[src/bcc_pkg.sv]
// Shared types and constants of the bilayer crossing counter.
`default_nettype none

package bcc_pkg;

    localparam int POS_W   = 10;
    localparam int SOUTH_W = 11;
    localparam int NODE_W  = 17;
    localparam int TOTAL_W = 32;
    localparam int CALC_W  = 12;

    localparam logic [SOUTH_W-1:0] SOUTH_RESET = 11'd1024;
    localparam logic [NODE_W-1:0]  NODE_MAX    = {NODE_W{1'b1}};
    localparam logic [TOTAL_W-1:0] TOTAL_MAX   = {TOTAL_W{1'b1}};

    typedef struct packed {
        logic [POS_W-1:0] south_position;
        logic             last_edge;
    } t_in_item;

    typedef struct packed {
        logic [TOTAL_W-1:0] crossing_total;
        logic               position_error;
        logic               total_saturated;
    } t_out_item;

    typedef struct packed {
        logic [NODE_W-1:0]  node_next;
        logic [TOTAL_W-1:0] total_next;
        logic               sat;
    } t_step_res;

endpackage

`default_nettype wire

[src/bcc_step_unit.sv]
// Per-level arithmetic: saturating node increment and saturating total add.
`default_nettype none

module bcc_step_unit
    import bcc_pkg::*;
(
    input  wire logic [NODE_W-1:0]  i_node,
    input  wire logic [NODE_W-1:0]  i_sib,
    input  wire logic [TOTAL_W-1:0] i_total,
    input  wire logic               i_take_sib,
    output t_step_res               o_res
);

    logic [TOTAL_W:0] sum;

    always_comb begin
        sum = {1'b0, i_total} + (TOTAL_W+1)'(i_sib);
        o_res.node_next  = (i_node == NODE_MAX) ? i_node : i_node + NODE_W'(1);
        o_res.total_next = i_total;
        o_res.sat        = 1'b0;
        if (i_take_sib) begin
            if (sum[TOTAL_W]) begin
                o_res.total_next = TOTAL_MAX;
                o_res.sat        = 1'b1;
            end else begin
                o_res.total_next = sum[TOTAL_W-1:0];
            end
        end
    end

endmodule

`default_nettype wire

[config.mk]
export PLATFORM = sky130hd
export DESIGN_NAME = bcc_step_unit
export DESIGN_NICKNAME = d
export VERILOG_FILES = /design/src/bcc_pkg.sv /design/src/bcc_step_unit.sv
export SDC_FILE = /design/constraint.sdc
export NUM_CORES = 1
export LEC_CHECK = 0
export ABC_CLOCK_PERIOD_IN_PS = 3050
export BUFFER_PORTS_ARGS = -buffer_cell sky130_fd_sc_hd__buf_4
export CORE_MARGIN = 3
export CORE_UTILIZATION = 45
export DETAILED_ROUTE_END_ITERATION = 16
export PLACE_DENSITY = 0.93
export SETUP_SLACK_MARGIN = 0.4
export SLEW_MARGIN = 10
export SYNTH_ARGS = -nofsm -noshare
export SYNTH_HDL_FRONTEND = slang
export SYNTH_SLANG_ARGS = --single-unit
[constraint.sdc]
create_clock -name vclk -period 3.05
set_clock_uncertainty 0.1 [all_clocks]
set_input_delay 0.1525 -clock vclk [all_inputs]
set_output_delay 0.1525 -clock vclk [all_outputs]
set_load 0.01 [all_outputs]
==> results of run 1 <==
-- metal layers --
layer / global-route usage [%] / share of wire (%) / vias to the layer above
li1: - / - / 1212
met1: 25.8 / 39 / 1067
met2: 44.1 / 51 / 91
met3: 1.94 / 8.1 / 10
met4: 2.98 / 1.5 / 0
met5: 0 / 0 / -
-- through the flow --
stage,hold slack (ps),total power [mW],area [um2],utilization (%),cells
detailed placement,484,0.467,2640,71.1,428
finish,488,0.479,2680,72.1,430
CTS,489,0.473,2660,71.5,429
global route,499,0.526,2680,72.1,430
floorplan,282,0.256,1760,-,274
global placement,485,0.458,2640,71.1,428
-- synth_stat cells (2+ instances only) --
master,number,area (um2)
a211oi_1,3,22.5
a21o_1,5,37.5
a21oi_1,21,105
a31oi_1,23,144
and2_1,5,31.3
and3_1,3,18.8
and4_1,2,17.5
buf_4,2,15.0
clkbuf_1,7,26.3
ha_1,18,225
inv_1,9,33.8
mux2i_1,3,30.0
nand2_1,37,139
nand3_1,17,85.1
nand4_1,8,50.1
nor2_1,30,113
nor3_1,4,20.0
o2111ai_1,2,17.5
o211ai_1,4,30.0
o21ai_0,8,40.0
xnor2_1,19,166
xor2_1,19,166
-- what timing repair did --
| action | in CTS | in global routing |
|---|---|---|
| pin swaps | 1 | 3 |
| endpoints found under the setup margin | 32 | 33 |
| resized for setup | 3 | 5 |
| endpoints found under the hold margin | 0 | 0 |
| buffers inserted | 1 | 1 |
-- report_power, final --
group          leakage (nW)  internal, mW  switching, mW
clock                     0             0              0
sequential                0             0              0
combinational          1.33         0.243          0.237
-- worst paths after layout --
check,start,cells past startpoint,to
max,i_sib[0],11,o_res[31]
min,i_node[14],3,o_res[47]
-- layout make-up --
cell class	instances	area [um2]	share of cell area (%)
timing repair buffer	119	893	33.3
tap	48	60.1	2.24
inverter	10	40.0	1.49
multi-input combinational	253	1690	62.9
-- cells by family after synthesis --
group                    after synthesis
AO/OA/AOI/OAI                         74
XOR/XNOR                              38
adder cells (fa/ha/maj)               19
buffers and inverters                 21
multiplexers                           5
AND/OR/NAND/NOR                      117
==> results.md, run 1 <==
- Commonest non-fill, non-tap cell in the layout: buf_4
- Initial antenna violation count: 0
- Netlist cell types: 47
- NumNets Final: 470
- Synth Warn #: 0
- Routability cong.: 0.860
- First-pass GRT wire length: 8640 um
- Grt ovf: 0
- Mapped Cells: 274
- Period utilisation layout: 82.9%
- Main combinational cell family by area after synthesis: simple AND/OR/NAND/NOR gates
- Final Hold Viols: 0
- Via Count: 2,380
- Largest net degree at the start of global routing: 40
- Worst path slowest cell: fa_2
- Seq_cells: 0
- Mean area per synthesized cell: 6.42 um2
- Post-synthesis compound-gate area fraction: 26.2%
- Chip Height: 68.5 um
- Crit-path cells: buf_4 > ha_2 > fa_2 > a21oi_2 > o211ai_1 > a31oi_2 > o21ai_2 > and2_2 > a31oi_1 > nand2_1 > buf_4
- IO buf count: 117
- Post-Synth XOR/XNOR Area: 18.9%
- Slew @ Worst Pin: 464 ps
- Worst vdd rail ir drop: 107 uV
- Pre-CTS setup slack: 309 ps
- Max Cap Viol: 0
- WP data required: 2800 ps
- Io pins: 117
- Peak Freq: 0.395 GHz
- Fin Setup TNS: 0 ps
- Starting density of the core: 47.4%
- CP Launch Type: primary input
- RSZ-0062 raised after global routing: false
- Row count: 22
- # DRC: 0
- Most frequent CP cell: buf_4
- Hold Crit Class: primary input to output port
- Max Fanout on Critical Path: 6
- DRT antenna net count: 0
- Endpoints failing setup: 0
- Final worst slack: 521 ps
- Post-synth net total: 360
- Post-synthesis simple-gate area fraction: 32.3%
- Max-slew violations: 0
- First DRT Iteration DRCs: 126
- Power Dens Cells: 179 mW/mm2
- Vias in the first global route: 2,111
- # clk buffers: 0
- Worst setup EP type: output port
- P_leak: 1.33 nW
- Adder-cell share of the synthesized area: 13.9%
- WS Path Type: primary input to output port
- Layout cells sized above 1: 35.6%
- Crit path buf inv count: 2
- Dpl hpwl: 4660 um
- Seq/Total Area, Yosys: 0%
- WL/cell: 13.1 um
- Fill cell count: 349
- Core area: 0.00372 mm2
- Crit path DAT: 2280 ps
- DRT Pass-1 Iters: 4
- Mux cell area share after synthesis: 3.20%
- Most frequent cells in the layout: 119 x buf_4, 37 x nand2_1, 30 x nor2_1
- Max transition margin: 68.7%
- Final min period: 2530 ps
- CP delay by family, top: compound AO/OA/AOI/OAI gates
- GRT Util Overall: 22.2%
- Area Growth Syn to Fin: 52.2%
- Status: complete, no violations
- CP peak stage delay: 390 ps
- Final WL: 5610 um
- Register area: 0 um2
- Die ar.: 0.00470 mm2
- Drt via density: 5.53
- Die Wd: 68.5 um
- # hold bufs at CTS: 0
- Netlist Area Pre-Place: 0.00176 mm2
- # diodes: 0
Note: power is estimated with default switching activity, not from simulation.
==> inputs of run 2 (changes only) <==
--- a/config.mk
+++ b/config.mk
@@ -5,7 +5,7 @@
 export SDC_FILE = /design/constraint.sdc
 export NUM_CORES = 1
 export LEC_CHECK = 0
-export ABC_CLOCK_PERIOD_IN_PS = 3050
+export ABC_CLOCK_PERIOD_IN_PS = 2420
 export BUFFER_PORTS_ARGS = -buffer_cell sky130_fd_sc_hd__buf_4
 export CORE_MARGIN = 3
 export CORE_UTILIZATION = 45
==> constraint.sdc (replaced) <==
create_clock -name vclk -period 2.42
set_clock_uncertainty 0.1 [all_clocks]
set_input_delay 0.121 -clock vclk [all_inputs]
set_output_delay 0.121 -clock vclk [all_outputs]
set_load 0.01 [all_outputs]
==> results.md, run 2 <==
- Status: stopped before the end
- Failed at: global routing
- Error: [ERROR GRT-0232] Routing congestion too high. Check the congestion heatmap in the GUI.
- Largest net degree at the start of global routing: 25
- Dpl hpwl: 5430 um
- Synth top area cells: ha_1 13%, xnor2_1 9.5%, xor2_1 9.5%
- Seq/Total Area, Yosys: 0%
- GRT Util Overall: 71.5%
- Io pins: 117
- Cell with the most instances after synthesis: nand2_1
- Grt ovf: 102
- Synth Warn #: 0
- Mapped Cells: 274
- Row count: 22
- Starting density of the core: 47.4%
- Post-synth net total: 360
- Mean area per synthesized cell: 6.42 um2
- Routability cong.: 0.941
- Netlist Area Pre-Place: 0.00176 mm2
- Worst EP post-GRT repair: o_res[3]
- Synth top area share: 12.8%
- Die Wd: 68.5 um
- Cell taking the most area after synthesis: ha_1
- Category of the worst endpoint: top-level output
- Netlist cell types: 47
- Post-synth top cells: 37 x nand2_1, 30 x nor2_1, 23 x a31oi_1
- IO buf count: 117
- Chip Height: 68.5 um
-- run 2: cell counts after synthesis --
Identical to the previous run, type by type.
-- run 2: kinds of logic after synthesis --
logic type	synth area share (%)
fa+ha+maj	13.9
simple gates	32.3
mux	3.20
buf+inv	5.40
xor+xnor	18.9
compound gates	26.2
-- run 2: through the flow --
step | hold WS, ps | instance area (um2) | std cells | setup slack, ps
4_1_cts | 431 | 3380 | 448 | 80.8
3_3_place_gp | 422 | 2990 | 445 | 25.4
2_1_floorplan | 219 | 1970 | 274 | 324
3_5_place_dp | 431 | 2990 | 445 | -69.9
-- run 2: routing by layer --
metal  GRT overflow  GRT usage (%)
met1              2           66.8
met2             66           98.1
met3              0           42.9
met4             34           84.9
met5              0           5.00
-- run 2: timing repair --
action | CTS
hold buffers | 0
setup buffers | 2
pin swaps | 33
gates cloned | 1
endpoints found under the setup margin | 33
gates resized for setup | 73
==> inputs of run 3 (changes only) <==
--- a/config.mk
+++ b/config.mk
@@ -8,10 +8,9 @@
 export ABC_CLOCK_PERIOD_IN_PS = 2420
 export BUFFER_PORTS_ARGS = -buffer_cell sky130_fd_sc_hd__buf_4
 export CORE_MARGIN = 3
-export CORE_UTILIZATION = 45
+export CORE_UTILIZATION = 35
 export DETAILED_ROUTE_END_ITERATION = 16
-export PLACE_DENSITY = 0.93
-export SETUP_SLACK_MARGIN = 0.4
+export PLACE_DENSITY_LB_ADDON = 0.15
 export SLEW_MARGIN = 10
 export SYNTH_ARGS = -nofsm -noshare
 export SYNTH_HDL_FRONTEND = slang
==> results.md, run 3 (synthesized netlist as in run 1, its figures left out) <==
- Status: complete, no violations
- Die Wd: 76.9 um
- DRT antenna net count: 0
- Peak Freq: 0.435 GHz
- Worst setup EP type: output port
- WS Path Type: primary input to output port
- First-pass GRT wire length: 9460 um
- Via Count: 2,397
- Fin util: 59.8%
- Final Instance Count excl. Fillers: 465
- Largest net degree at the start of global routing: 39
- Endpoints failing setup: 0
- GRT Util Overall: 18.1%
- Most frequent cells in the layout: 133 x buf_4, 37 x nand2_1, 30 x nor2_1
- Final WL: 5940 um
- Worst hold margin: 421 ps
- Chip Height: 76.9 um
- # hold bufs at CTS: 0
- Period utilisation layout: 95.1%
- Worst vdd rail ir drop: 131 uV
- WP data required: 2200 ps
- RSZ-0062 raised after global routing: true
- Multi-input gate area in the final layout: 0.00173 mm2
- Io pins: 117
- Max-slew violations: 0
- Fill cell count: 493
- Crit path DAT: 2080 ps
- Slew @ Worst Pin: 459 ps
- Area Growth Syn to Fin: 62.7%
- IO buf count: 117
- Row count: 25
- CP Launch Type: primary input
- Placed cell count: 462
- # DRC: 0
- Routability cong.: 0.779
- Commonest non-fill, non-tap cell in the layout: buf_4
- Final Hold Viols: 0
- P_leak: 1.42 nW
- Overall power: 639 uW
- Starting density of the core: 36.8%
- NumNets Final: 486
- Vias in the first global route: 2,140
- # clk buffers: 0
- Drt via density: 5.15
- Dpl hpwl: 4840 um
- Power Dens Cells: 223 mW/mm2
- Max Fanout on Critical Path: 7
- # diodes: 0
- Initial antenna violation count: 0
- Max Cap Viol: 0
- First DRT Iteration DRCs: 89
- Register area: 0 um2
- WL/cell: 12.8 um
- Fin Setup TNS: 0 ps
- DRT Pass-1 Iters: 4
- Final min period: 2300 ps
- Core area: 0.00479 mm2
- Max transition margin: 69.3%
- Layout cells sized above 1: 39.7%
- Seq_cells: 0
- Grt ovf: 0
- Hold Crit Class: primary input to output port
- Die ar.: 0.00592 mm2
==> run 3: final timing paths <==
path                        from         to  slack, ps  depth (start not counted)
worst max-delay path  i_total[0]  o_res[16]        120                         12
worst min-delay path  i_node[16]  o_res[49]        420                          3
==> run 3: repair_timing <==
action,CTS,global route
resized for setup,4,15
cloned,1,1
setup endpoints to repair,32,33
setup buffers,0,1
pin swaps,3,7
==> run 3: critical path, cell delays in order <==
cell,delay [ps]
buf_4,130
ha_4,160
fa_2,360
a21oi_2,140
o211ai_1,120
a31oi_1,180
buf_4,150
o21bai_2,80
o21a_2,270
clkinv_4,100
a31oi_2,100
buf_4,170
==> run 3: final cells by class <==
type / instances / share of cell area (%)
well taps: 67 / 2.93
multi-input cells: 254 / 60.5
inverters: 10 / 1.49
repair inverters: 1 / 0.218
repair buffers: 133 / 34.9
==> run 3: report_power, final <==
| part | switching, mW | internal (mW) |
|---|---|---|
| logic | 0.306 | 0.333 |
| clock network | 0 | 0 |
| registers | 0 | 0 |
| total | 0.306 | 0.333 |
==> run 3: metrics by stage <==
step           setup WS, ps  area [um2]
6_report                119        2860
3_5_place_dp           -123        2780
5_1_grt               -26.2        2860
4_1_cts                6.62        2790
2_1_floorplan           174        1760
3_3_place_gp           -117        2780
==> run 3: per-layer routing <==
metal / wire length [um] / GRT usage (%) / part of all wire (%) / vias to the layer above
li1: - / - / - / 1253
met1: 2500 / 23.2 / 42 / 1078
met2: 3070 / 34.3 / 52 / 66
met3: 366 / 1.64 / 6.2 / 0
met4: 0 / 0.362 / 0 / 0
met5: 0 / 0 / 0 / -
